$ cat src/rtl/core/r2y_pkg.sv
// Shared constants and types for the RGB32 to YUYV 4:2:2 converter.
// No dependencies; every other file of the block but r2y_if imports this package.
package r2y_pkg;

  localparam int DIM_W         = 13;
  localparam int INDEX_W       = 23;
  localparam int PAIRS_W       = INDEX_W + 1;
  localparam int PIXEL_W       = 32;
  localparam int WORD_W        = 32;
  localparam int CFG_DATA_W    = 32;
  localparam int CFG_ADDR_W    = 3;
  localparam int MAX_DIMENSION = 4096;

  localparam logic [DIM_W-1:0] WIDTH_RESET  = DIM_W'(640);
  localparam logic [DIM_W-1:0] HEIGHT_RESET = DIM_W'(480);
  localparam logic [PAIRS_W-1:0] PAIRS_RESET =
    PAIRS_W'((640 / 2) * 480);
  localparam logic [PAIRS_W-1:0] PAIRS_SPAN = PAIRS_W'(1) << INDEX_W;

  localparam logic REG_FRAME_WIDTH  = 1'b0;
  localparam logic REG_FRAME_HEIGHT = 1'b1;

  typedef struct packed {
    logic [PAIRS_W-1:0] pairs;
    logic               empty;
  } frame_cfg_t;

endpackage

$ cat src/rtl/core/r2y_if.sv
// Valid/ready channel interfaces for the pixel pair input and the YUYV result.
// Depends on nothing beyond plain logic vectors.
interface r2y_in_if;
  logic        valid;
  logic        ready;
  logic [31:0] pixel_first;
  logic [31:0] pixel_second;

  modport source (output valid, output pixel_first, output pixel_second, input ready);
  modport sink   (input valid, input pixel_first, input pixel_second, output ready);
endinterface

interface r2y_out_if;
  logic        valid;
  logic        ready;
  logic [31:0] yuyv_word;
  logic        last_of_frame;

  modport source (output valid, output yuyv_word, output last_of_frame, input ready);
  modport sink   (input valid, input yuyv_word, input last_of_frame, output ready);
endinterface

$ cat src/rtl/core/r2y_cfg_regs.sv
// APB-style frame size registers and the registered pairs-per-frame value.
// Depends on r2y_pkg.
module r2y_cfg_regs (
  input  logic                             clk,
  input  logic                             rst_n,
  input  logic                             cfg_psel,
  input  logic                             cfg_penable,
  input  logic                             cfg_pwrite,
  input  logic [r2y_pkg::CFG_ADDR_W-1:0]   cfg_paddr,
  input  logic [r2y_pkg::CFG_DATA_W-1:0]   cfg_pwdata,
  output logic [r2y_pkg::CFG_DATA_W-1:0]   cfg_prdata,
  output logic                             cfg_pready,
  output r2y_pkg::frame_cfg_t              frame_cfg
);
  import r2y_pkg::*;

  localparam int PROD_W = 2 * DIM_W;
  localparam logic [DIM_W-1:0] DIM_MAX = DIM_W'(MAX_DIMENSION);

  logic [DIM_W-1:0]   width_r, width_nxt;
  logic [DIM_W-1:0]   height_r, height_nxt;
  logic [PAIRS_W-1:0] pairs_r, pairs_nxt;
  logic               empty_r, empty_nxt;
  logic               wr_en;
  logic [DIM_W-1:0]   w_eff;
  logic [DIM_W-1:0]   h_eff;
  logic [PROD_W-1:0]  product;
  logic [PAIRS_W-1:0] pairs_raw;

  assign cfg_pready = 1'b1;
  assign wr_en = cfg_psel && cfg_penable && cfg_pwrite && cfg_pready;

  always_comb begin
    width_nxt  = width_r;
    height_nxt = height_r;
    if (wr_en) begin
      unique case (cfg_paddr[2])
        REG_FRAME_WIDTH:  width_nxt  = cfg_pwdata[DIM_W-1:0];
        REG_FRAME_HEIGHT: height_nxt = cfg_pwdata[DIM_W-1:0];
        default:          width_nxt  = width_r;
      endcase
    end
  end

  always_comb begin
    unique case (cfg_paddr[2])
      REG_FRAME_WIDTH:  cfg_prdata = CFG_DATA_W'(width_r);
      REG_FRAME_HEIGHT: cfg_prdata = CFG_DATA_W'(height_r);
      default:          cfg_prdata = '0;
    endcase
  end

  always_comb begin
    w_eff     = ((width_r > DIM_MAX) ? DIM_MAX : width_r) & ~DIM_W'(1);
    h_eff     = (height_r > DIM_MAX) ? DIM_MAX : height_r;
    product   = PROD_W'(w_eff) * PROD_W'(h_eff);
    pairs_raw = product[PAIRS_W:1];
    pairs_nxt = (pairs_raw > PAIRS_SPAN) ? PAIRS_SPAN : pairs_raw;
    empty_nxt = (pairs_nxt == '0);
  end

  always_ff @(posedge clk) begin
    if (!rst_n) begin
      width_r  <= WIDTH_RESET;
      height_r <= HEIGHT_RESET;
      pairs_r  <= PAIRS_RESET;
      empty_r  <= 1'b0;
    end else begin
      width_r  <= width_nxt;
      height_r <= height_nxt;
      pairs_r  <= pairs_nxt;
      empty_r  <= empty_nxt;
    end
  end

  assign frame_cfg.pairs = pairs_r;
  assign frame_cfg.empty = empty_r;

endmodule

$ cat src/rtl/core/r2y_color_math.sv
// Luma and averaged chroma arithmetic for one pixel pair, packed as YUYV.
// Depends on r2y_pkg.
module r2y_color_math (
  input  logic [r2y_pkg::PIXEL_W-1:0] pixel_first,
  input  logic [r2y_pkg::PIXEL_W-1:0] pixel_second,
  output logic [r2y_pkg::WORD_W-1:0]  yuyv_word
);
  import r2y_pkg::*;

  localparam logic [15:0] BIAS = 16'd32768;

  logic [7:0]  b0, g0, r0, b1, g1, r1;
  logic [8:0]  bs, gs, rs;
  logic [7:0]  ba, ga, ra;
  logic [15:0] y0_sum, y1_sum, u_sum, v_sum;

  always_comb begin
    b0 = pixel_first[31:24];
    g0 = pixel_first[23:16];
    r0 = pixel_first[15:8];
    b1 = pixel_second[31:24];
    g1 = pixel_second[23:16];
    r1 = pixel_second[15:8];

    y0_sum = 16'd77 * 16'(r0) + 16'd150 * 16'(g0) + 16'd29 * 16'(b0);
    y1_sum = 16'd77 * 16'(r1) + 16'd150 * 16'(g1) + 16'd29 * 16'(b1);

    bs = 9'(b0) + 9'(b1);
    gs = 9'(g0) + 9'(g1);
    rs = 9'(r0) + 9'(r1);
    ba = bs[8:1];
    ga = gs[8:1];
    ra = rs[8:1];

    // The biased sums always land in 0..65535, so 16-bit wraparound is exact.
    u_sum = BIAS + (16'(ba) << 7) - 16'd43 * 16'(ra) - 16'd85 * 16'(ga);
    v_sum = BIAS + (16'(ra) << 7) - 16'd107 * 16'(ga) - 16'd21 * 16'(ba);

    yuyv_word = {y0_sum[15:8], u_sum[15:8], y1_sum[15:8], v_sum[15:8]};
  end

endmodule

$ cat src/rtl/core/rgb32_to_yuyv422_converter_core.sv
// Top level of the RGB32 pixel pair to YUYV 4:2:2 converter.
// Depends on r2y_pkg, r2y_if, r2y_cfg_regs and r2y_color_math.
// An input register comes first, then the color arithmetic and frame counter feed the
// result register.
// Throughput is one item per cycle; the result register stalls only on out ready.
// Reset is synchronous and active low: it empties both stages, clears the pair counter and
// sets the frame size to 640 by 480.
module rgb32_to_yuyv422_converter_core (
  input  logic                           clk,
  input  logic                           rst_n,
  r2y_in_if.sink                         in_chan,
  r2y_out_if.source                      out_chan,
  input  logic                           cfg_psel,
  input  logic                           cfg_penable,
  input  logic                           cfg_pwrite,
  input  logic [r2y_pkg::CFG_ADDR_W-1:0] cfg_paddr,
  input  logic [r2y_pkg::CFG_DATA_W-1:0] cfg_pwdata,
  output logic [r2y_pkg::CFG_DATA_W-1:0] cfg_prdata,
  output logic                           cfg_pready
);
  import r2y_pkg::*;

  frame_cfg_t          frame_cfg;
  logic                s1_valid_r, s1_valid_nxt;
  logic [PIXEL_W-1:0]  s1_first_r, s1_second_r;
  logic                out_valid_r, out_valid_nxt;
  logic [WORD_W-1:0]   out_word_r;
  logic                out_last_r;
  logic [INDEX_W-1:0]  pair_index_r, pair_index_nxt;
  logic [WORD_W-1:0]   word_calc;
  logic                in_ready;
  logic                in_take;
  logic                out_adv;
  logic                s1_adv;
  logic [PAIRS_W-1:0]  index_inc;
  logic                last_calc;

  r2y_cfg_regs u_cfg (
    .clk         (clk),
    .rst_n       (rst_n),
    .cfg_psel    (cfg_psel),
    .cfg_penable (cfg_penable),
    .cfg_pwrite  (cfg_pwrite),
    .cfg_paddr   (cfg_paddr),
    .cfg_pwdata  (cfg_pwdata),
    .cfg_prdata  (cfg_prdata),
    .cfg_pready  (cfg_pready),
    .frame_cfg   (frame_cfg)
  );

  r2y_color_math u_math (
    .pixel_first  (s1_first_r),
    .pixel_second (s1_second_r),
    .yuyv_word    (word_calc)
  );

  assign out_adv  = !out_valid_r || out_chan.ready;
  assign s1_adv   = s1_valid_r && out_adv;
  assign in_ready = !s1_valid_r || out_adv;
  assign in_take  = in_chan.valid && in_ready;

  always_comb begin
    s1_valid_nxt  = in_ready ? in_chan.valid : s1_valid_r;
    out_valid_nxt = out_adv ? s1_valid_r : out_valid_r;

    index_inc = PAIRS_W'(pair_index_r) + PAIRS_W'(1);
    last_calc = frame_cfg.empty || (index_inc >= frame_cfg.pairs);

    pair_index_nxt = pair_index_r;
    if (s1_adv) begin
      pair_index_nxt = last_calc ? '0 : index_inc[INDEX_W-1:0];
    end
  end

  always_ff @(posedge clk) begin
    if (!rst_n) begin
      s1_valid_r   <= 1'b0;
      out_valid_r  <= 1'b0;
      pair_index_r <= '0;
    end else begin
      s1_valid_r   <= s1_valid_nxt;
      out_valid_r  <= out_valid_nxt;
      pair_index_r <= pair_index_nxt;
    end
  end

  always_ff @(posedge clk) begin
    if (in_take) begin
      s1_first_r  <= in_chan.pixel_first;
      s1_second_r <= in_chan.pixel_second;
    end
    if (s1_adv) begin
      out_word_r <= word_calc;
      out_last_r <= last_calc;
    end
  end

  assign in_chan.ready          = in_ready;
  assign out_chan.valid         = out_valid_r;
  assign out_chan.yuyv_word     = out_word_r;
  assign out_chan.last_of_frame = out_last_r;

endmodule

$ cat src/flat_wrapper.sv
// flat-port wrapper written by rule: the top's interface ports become plain ports
module rgb32_to_yuyv422_converter_core_flat import r2y_pkg::*;
  (clk, rst_n, cfg_psel, cfg_penable, cfg_pwrite, cfg_paddr, cfg_pwdata, cfg_prdata, cfg_pready, in_chan_valid, in_chan_pixel_first, in_chan_pixel_second, in_chan_ready, out_chan_valid, out_chan_yuyv_word, out_chan_last_of_frame, out_chan_ready);
  r2y_in_if in_chan_i ();
  r2y_out_if out_chan_i ();
  input  logic clk;
  input  logic rst_n;
  input  logic cfg_psel;
  input  logic cfg_penable;
  input  logic cfg_pwrite;
  input  logic [r2y_pkg::CFG_ADDR_W-1:0] cfg_paddr;
  input  logic [r2y_pkg::CFG_DATA_W-1:0] cfg_pwdata;
  output logic [r2y_pkg::CFG_DATA_W-1:0] cfg_prdata;
  output logic cfg_pready;
  input wire logic [$bits(in_chan_i.valid)-1:0] in_chan_valid;
  input wire logic [$bits(in_chan_i.pixel_first)-1:0] in_chan_pixel_first;
  input wire logic [$bits(in_chan_i.pixel_second)-1:0] in_chan_pixel_second;
  output wire logic [$bits(in_chan_i.ready)-1:0] in_chan_ready;
  output wire logic [$bits(out_chan_i.valid)-1:0] out_chan_valid;
  output wire logic [$bits(out_chan_i.yuyv_word)-1:0] out_chan_yuyv_word;
  output wire logic [$bits(out_chan_i.last_of_frame)-1:0] out_chan_last_of_frame;
  input wire logic [$bits(out_chan_i.ready)-1:0] out_chan_ready;
  assign in_chan_i.valid = in_chan_valid;
  assign in_chan_i.pixel_first = in_chan_pixel_first;
  assign in_chan_i.pixel_second = in_chan_pixel_second;
  assign in_chan_ready = in_chan_i.ready;
  assign out_chan_valid = out_chan_i.valid;
  assign out_chan_yuyv_word = out_chan_i.yuyv_word;
  assign out_chan_last_of_frame = out_chan_i.last_of_frame;
  assign out_chan_i.ready = out_chan_ready;
  rgb32_to_yuyv422_converter_core u_core (.clk(clk), .rst_n(rst_n), .in_chan(in_chan_i), .out_chan(out_chan_i), .cfg_psel(cfg_psel), .cfg_penable(cfg_penable), .cfg_pwrite(cfg_pwrite), .cfg_paddr(cfg_paddr), .cfg_pwdata(cfg_pwdata), .cfg_prdata(cfg_prdata), .cfg_pready(cfg_pready));
endmodule
$ cat config.mk
export PLATFORM = sky130hd
export DESIGN_NAME = rgb32_to_yuyv422_converter_core_flat
export DESIGN_NICKNAME = d
export VERILOG_FILES = /design/src/rtl/core/r2y_pkg.sv /design/src/rtl/core/r2y_if.sv /design/src/rtl/core/r2y_cfg_regs.sv /design/src/rtl/core/r2y_color_math.sv /design/src/rtl/core/rgb32_to_yuyv422_converter_core.sv /design/src/flat_wrapper.sv
export SDC_FILE = /design/constraint.sdc
export NUM_CORES = 1
export LEC_CHECK = 0
export BUFFER_PORTS_ARGS = -buffer_cell sky130_fd_sc_hd__buf_2
export CAP_MARGIN = 20
export CORE_ASPECT_RATIO = 0.9
export CORE_MARGIN = 2
export CORE_UTILIZATION = 60
export CTS_CLUSTER_SIZE = 12
export DETAILED_ROUTE_END_ITERATION = 7
export PLACE_DENSITY = 0.8
export SETUP_SLACK_MARGIN = 0.5
export SLEW_MARGIN = 20
export SYNTH_ARGS = -nofsm -noshare
export SYNTH_HDL_FRONTEND = slang
export SYNTH_SLANG_ARGS = --single-unit
$ cat constraint.sdc
create_clock -name clk -period 18.95 [get_ports clk]
set_input_delay 0 -clock clk [delete_from_list [all_inputs] [get_ports clk]]
set_output_delay 0 -clock clk [all_outputs]
set_load 0.01 [all_outputs]
# After elaboration in Yosys (flattened, before gate mapping)
# Cells that the tools add are included.
# word_totals
register_bits,173
in_bits,106
out_inout_bits,68
word_cells,58
# classes
addsub,14
n_mul,11
n_lt_le_gt_ge,4
mux,5
n_bitwise,1
n_reduce_logical,12
# op_table
op,count
multiplier 7 x 8 -> 15 bit (first input constant),6
one-hot mux 32 bit (2 select lines),1
multiplier 5 x 8 -> 13 bit (first input constant),3
adder 15 x 16 -> 16 bit,2
adder 16 x 13 -> 16 bit,2
adder 16 x 15 -> 16 bit (first input constant),2
subtractor 16 x 15 -> 16 bit,2
adder 8 x 8 -> 9 bit,3
> comparator 13 bit (second input constant),2
2-to-1 mux 13 bit,2
adder 23 x 1 -> 24 bit (second input constant),1
>= comparator 24 bit,1
> comparator 24 bit (second input constant),1
logical NOT 24 bit,1
multiplier 12 x 13 -> 24 bit,1
2-to-1 mux 24 bit,1
2-to-1 mux 23 bit,1
subtractor 16 x 13 -> 16 bit,1
subtractor 16 x 14 -> 16 bit,1
multiplier 6 x 8 -> 14 bit (first input constant),1
logical AND 1 bit,4
AND reduction 2 bit,2
logical OR 1 bit,3
logical NOT 1 bit,2
NOT 1 bit,1

# Logic depth before layout (Yosys ltp)
# logic_depth
ltp_word,6
mapped_depth,27
ltp_nobuf,27

# Cells and area by module
# From an unflattened synthesis, not the netlist that was laid out.
# hier_totals
cells_unflattened,2496
hier_area_um2,23944.2
# by_module_without_submodules
module,instances,cells_per_inst,area_each_um2,seq_area_each_um2
r2y_color_math,1,1202,11307.1,0.0
r2y_cfg_regs,1,912,7516.0,1021.0
rgb32_to_yuyv422_converter_core,1,382,5121.2,3413.3

# Worst setup path before layout
# OpenSTA, ideal clock, no wires.
# synth_path
kind,register -> register
start,reg u_core.s1_second_r[9]
end,"reg u_core.out_word_r[21], in the netlist u_core.out_chan.yuyv_word[21], data pin"
setup_ns,0.258
arrival_time_ns,6.104
required_ns,18.692
setup_slack_ns,12.589
stages_incl_launch_ff,25
n_path_buf,0
period_less_slack_ns,6.361
cell_sequence,edfxtp_1 -> ha_1 -> a21o_1 -> a21oi_1 -> o21bai_1 -> a21oi_1 -> o21bai_1 -> a21oi_1 -> xnor2_1 -> ha_1 -> fa_1 -> inv_1 -> fa_1 -> inv_1 -> fa_1 -> fa_1 -> fa_1 -> inv_1 -> ha_1 -> or3_1 -> a31oi_1 -> a21oi_1 -> or3_1 -> a21oi_1 -> xnor2_1
# synth_between
elab_chain_cells,4
# synth_rtl
element,line_no,source
"start, declared",rgb32_to_yuyv422_converter_core.sv:25,"logic [PIXEL_W-1:0] s1_first_r, s1_second_r;"
"start signal, assigned",rgb32_to_yuyv422_converter_core.sv:90,s1_second_r <= in_chan.pixel_second;
adder 8 x 8 -> 9 bit,r2y_color_math.sv:30,rs = 9'(r0) + 9'(r1);
multiplier 6 x 8 -> 14 bit,r2y_color_math.sv:36,u_sum = BIAS + (16'(ba) << 7) - 16'd43 * 16'(ra) - 16'd85 * 16'(ga);
subtractor 16 x 14 -> 16 bit,r2y_color_math.sv:36,
subtractor 16 x 15 -> 16 bit,r2y_color_math.sv:36,
via u_core.u_math.u_sum[13],r2y_color_math.sv:15,"logic [15:0] y0_sum, y1_sum, u_sum, v_sum;"
"end signal, assigned",rgb32_to_yuyv422_converter_core.sv:93,out_word_r <= word_calc;
"end, declared",rgb32_to_yuyv422_converter_core.sv:27,logic [WORD_W-1:0] out_word_r;
# The timed path passes the listed nets, and every way through them passes these cells.
# A chain may end at the register's enable or synchronous reset.

# Final worst setup path
# layout_path
start,reg u_core.s1_first_r[8]
end,"reg u_core.out_word_r[23], in the netlist u_core.out_chan.yuyv_word[23], data pin"
# layout_between
elab_chain_cells,4
# layout_rtl
element,line_no,source
"start, declared",rgb32_to_yuyv422_converter_core.sv:25,
"start signal, assigned",rgb32_to_yuyv422_converter_core.sv:89,s1_first_r <= in_chan.pixel_first;
adder 8 x 8 -> 9 bit,r2y_color_math.sv:30,
multiplier 6 x 8 -> 14 bit,r2y_color_math.sv:36,
subtractor 16 x 14 -> 16 bit,r2y_color_math.sv:36,
subtractor 16 x 15 -> 16 bit,r2y_color_math.sv:36,
via u_core.u_math.u_sum[15],r2y_color_math.sv:15,
# The timed path passes the listed nets, and every way through them passes these cells.

==> impl_results.md <==
* CTS tree: built
* Startpoint Class: flop
* Top-area cell type share of the netlist area at between 20 and 30%
* Postcts setup bufs at 0
* M1 WL at 22500 um
* Main combinational cell family by area after synthesis: adder cells
* Reg2reg setup slack at 11790 ps
* IO Pins at ~170
* Area Growth Syn to Fin at 9.74%
* Wire per inst at 17.7 um
* DRT Pass-1 Iters at 8
* Pre-CTS setup slack at 11690 ps
* Max-Cap Viols at 0
* Synth Flop Type: edfxtp_1
* GRT Overall Usage at 29.4%
* Top Metal Used: met4
* Starting density of the core at 60.9%
* Initial antenna violation count at 3
* Layout net count at 3355
* # clock sinks at around 160
* Highest Clock Rate at about 140 MHz
* # fillers at 2904
* Ranking of synthesized cells by area: fa_1 (27%), ha_1 (21%), edfxtp_1 (11%)
* Worst Hold Class: input pin to flop
* Buf/Inv on CP at 3
* Compound-gate portion of the synthesized area at 7.00%
* Layout cell share with drive strength beyond 1 at 7.41%
* Worst-path fanout max at 5
* DRC at 0
* Die W at 209 um
* Crit. End Element: flop
* Post-synthesis simple-gate area fraction at 10.9%
* H-Tree Depth at 4
* Post-Synth XOR/XNOR Area at 4.40%
* Clk slew on worst S/H paths at around 80 ps
* Drt initial violations at ~1100
* Total CTS buffers at 17
* Final setup margin at 11790 ps
* Core ar. at 37200 um^2
* Final Setup Violations at 0
* Period minus WS final at around 7200 ps
* Grt ovf at 0
* Vias in the first global route at between 15000 and 20000
* Yosys cell types at 65
* Clk root buf: clkbuf_16
* Async SR Flop Fraction at 0%
* Synthesis-stage register bit count at ~160
* Mux share of post-synthesis cell area at 0.645%
* Worst path max stage delay at 560 ps
* DR vias/cell at 5.51
* Slowest-stage cell, CP: edfxtp_1
* Status: finished, final reports clean
* Most Frequent Cell on Critical Path: fa_1
* DP Wirelength at 43600 um
* DR WL met3 at roughly 4000 um
* Routability cong. at 0.923
* ANT nets after route at 0
* Synthesized cell area at between 20000 and 25000 um^2
* Synth cell count leaders: inv_1 (575), ha_1 (388), fa_1 (309), nand2_1 (210), nor2_1 (128)
* Minimum hold slack at 97.4 ps
* First-pass GRT wire length at 90600 um
* Post-CTS Resized at 0
* Slew headroom at between 10% and 20%
* Post-synth EDFFs at 81
* Die H at approximately 190 um
* CP Data Required Time at between 15000 and 20000 ps
* I/O Buffers at 116
* Num rows at 67
* Clk Latency, worst-skew pair at 470 ps
* Endpoints failing hold at 0
* Worst path top cell family by delay: adder cells
* Fin crit share at approximately 38%
* Total number of vias at about 17000
* Most frequent cell after synthesis: inv_1
* Gate Count Post-Synth at roughly 2400
* Slew @ Worst Pin at 1200 ps
* Finished Core Util at between 60% and 70%
* Yosys warning total at 0
* Synth area leader: fa_1
* RSZ-0062 raised after global routing: false
* Clock tree buffer depth at 2
* Final wirelength at 54100 um
* Fin. max-slew vios at 0
* Worst endpoint data arrival time at 7370 ps
* WS Path Type: flop to flop
* Final clock skew at 15.6 ps
* WL met2 at 25900 um
* Synth Area in Adders at 48.7%
* Sequential-to-total area share from yosys stat at 17.4%
* Setup TNS Final at 0 ps
* Pin count of the biggest net entering global routing at 49
* Avg Inst Size Synth at 9.49 um^2
* Die ar. at roughly 39000 um^2
state kept, by name (all words and copies together) (netlist names):
name                           flops
u_core.u_cfg.height_r             13
u_core.s1_second_r                24
u_core.pair_index_r               23
u_core.out_chan.last_of_frame      1
u_core.s1_valid_r                  1
u_core.u_cfg.width_r              13
u_core.u_cfg.pairs_r              24
u_core.u_cfg.empty_r               1
u_core.s1_first_r                 24
u_core.out_chan.valid              1
u_core.out_chan.yuyv_word         32
metal layers:
metal / vias to the layer above / track usage [%]
met4: 0 / 11.4
met5: - / 0
met3: 107 / 6.68
li1: 7818 / -
met2: 529 / 49.5
met1: 8343 / 37.0
placed cells by master, fill, tap and decap left out, types with 4 or more instances in the layout:
cell type,n
xnor2_1,74
a21o_1,17
a2111oi_0,5
a21oi_1,86
o22ai_1,4
dfxtp_1,75
a211oi_1,5
or2_2,4
nor4_1,8
clkbuf_16,17
o21ai_0,30
nand2b_1,27
a32o_1,15
xor2_1,38
and3_1,6
nand3_1,34
nor2b_1,29
nor2b_2,4
inv_1,574
conb_1,20
o211ai_1,5
nor2_1,127
nor3_1,20
o21bai_1,20
ha_1,388
a41o_1,4
mux2_2,13
buf_2,116
or3_1,7
o21a_1,14
buf_4,8
fa_1,309
dlygate4sd3_1,64
nand2_1,210
edfxtp_1,81
nand4_1,14
and2_1,35
layout make-up:
cell class | count | area, um^2 | share of cell area [%]
multi-input cells | 1612 | 16300 | 65.6
flip-flops and latches | 157 | 3960 | 15.9
inverters | 576 | 2160 | 8.69
repair buffers | 188 | 1280 | 5.15
well taps | 483 | 604 | 2.43
clock buffers | 20 | 447 | 1.79
clock inverters | 12 | 110 | 0.442
diodes | 2 | 5.00 | 0.0201
path summary, 6_finish.rpt:
check	cells past startpoint	start	end
setup / recovery	25	u_core.s1_first_r[8]	u_core.out_chan.yuyv_word[23]
hold / removal	2	rst_n	u_core.u_cfg.height_r[8]
setup reg to reg	25	u_core.s1_first_r[8]	u_core.out_chan.yuyv_word[23]
hold reg to reg	2	u_core.u_cfg.width_r[0]	u_core.u_cfg.width_r[0]
metrics by stage:
stage | std cells | cell area, um^2
global placement | 2952 | 23700
finish | 3050 | 24900
floorplan | 2408 | 22700
CTS | 3048 | 24900
detailed placement | 2952 | 23700
global route | 3049 | 24900
worst register-to-register path: cells and delay by family, from the launching register on:
kind / cells / cell delay [ps]
XOR/XNOR: 2 / 500
adder cells (fa/ha/maj): 8 / 3350
AND/OR/NAND/NOR: 6 / 1190
AO/OA/AOI/OAI: 6 / 1150
flip-flops: 1 / 560
buffers and inverters: 3 / 140
timing repair:
item / in CTS / in global routing
setup endpoints to repair: 0 / 0
endpoints found under the hold margin: 76 / 0
hold buffers: 64 / 0
kinds of logic (layout without fill, tap and decap cells):
group | Yosys count | in the layout
adders and majority gates | 697 | 697
DFF | 157 | 157
buffers and inverters | 639 | 796
other | 2 | 22
AOI/OAI and AO/OA | 234 | 234
muxes | 13 | 13
and+or+nand+nor | 535 | 535
xor gates and xnor gates | 113 | 113
Power is left out: the tool's default activity adds up to more than one toggle a clock period on the data nets, which glitch-free logic cannot reach.
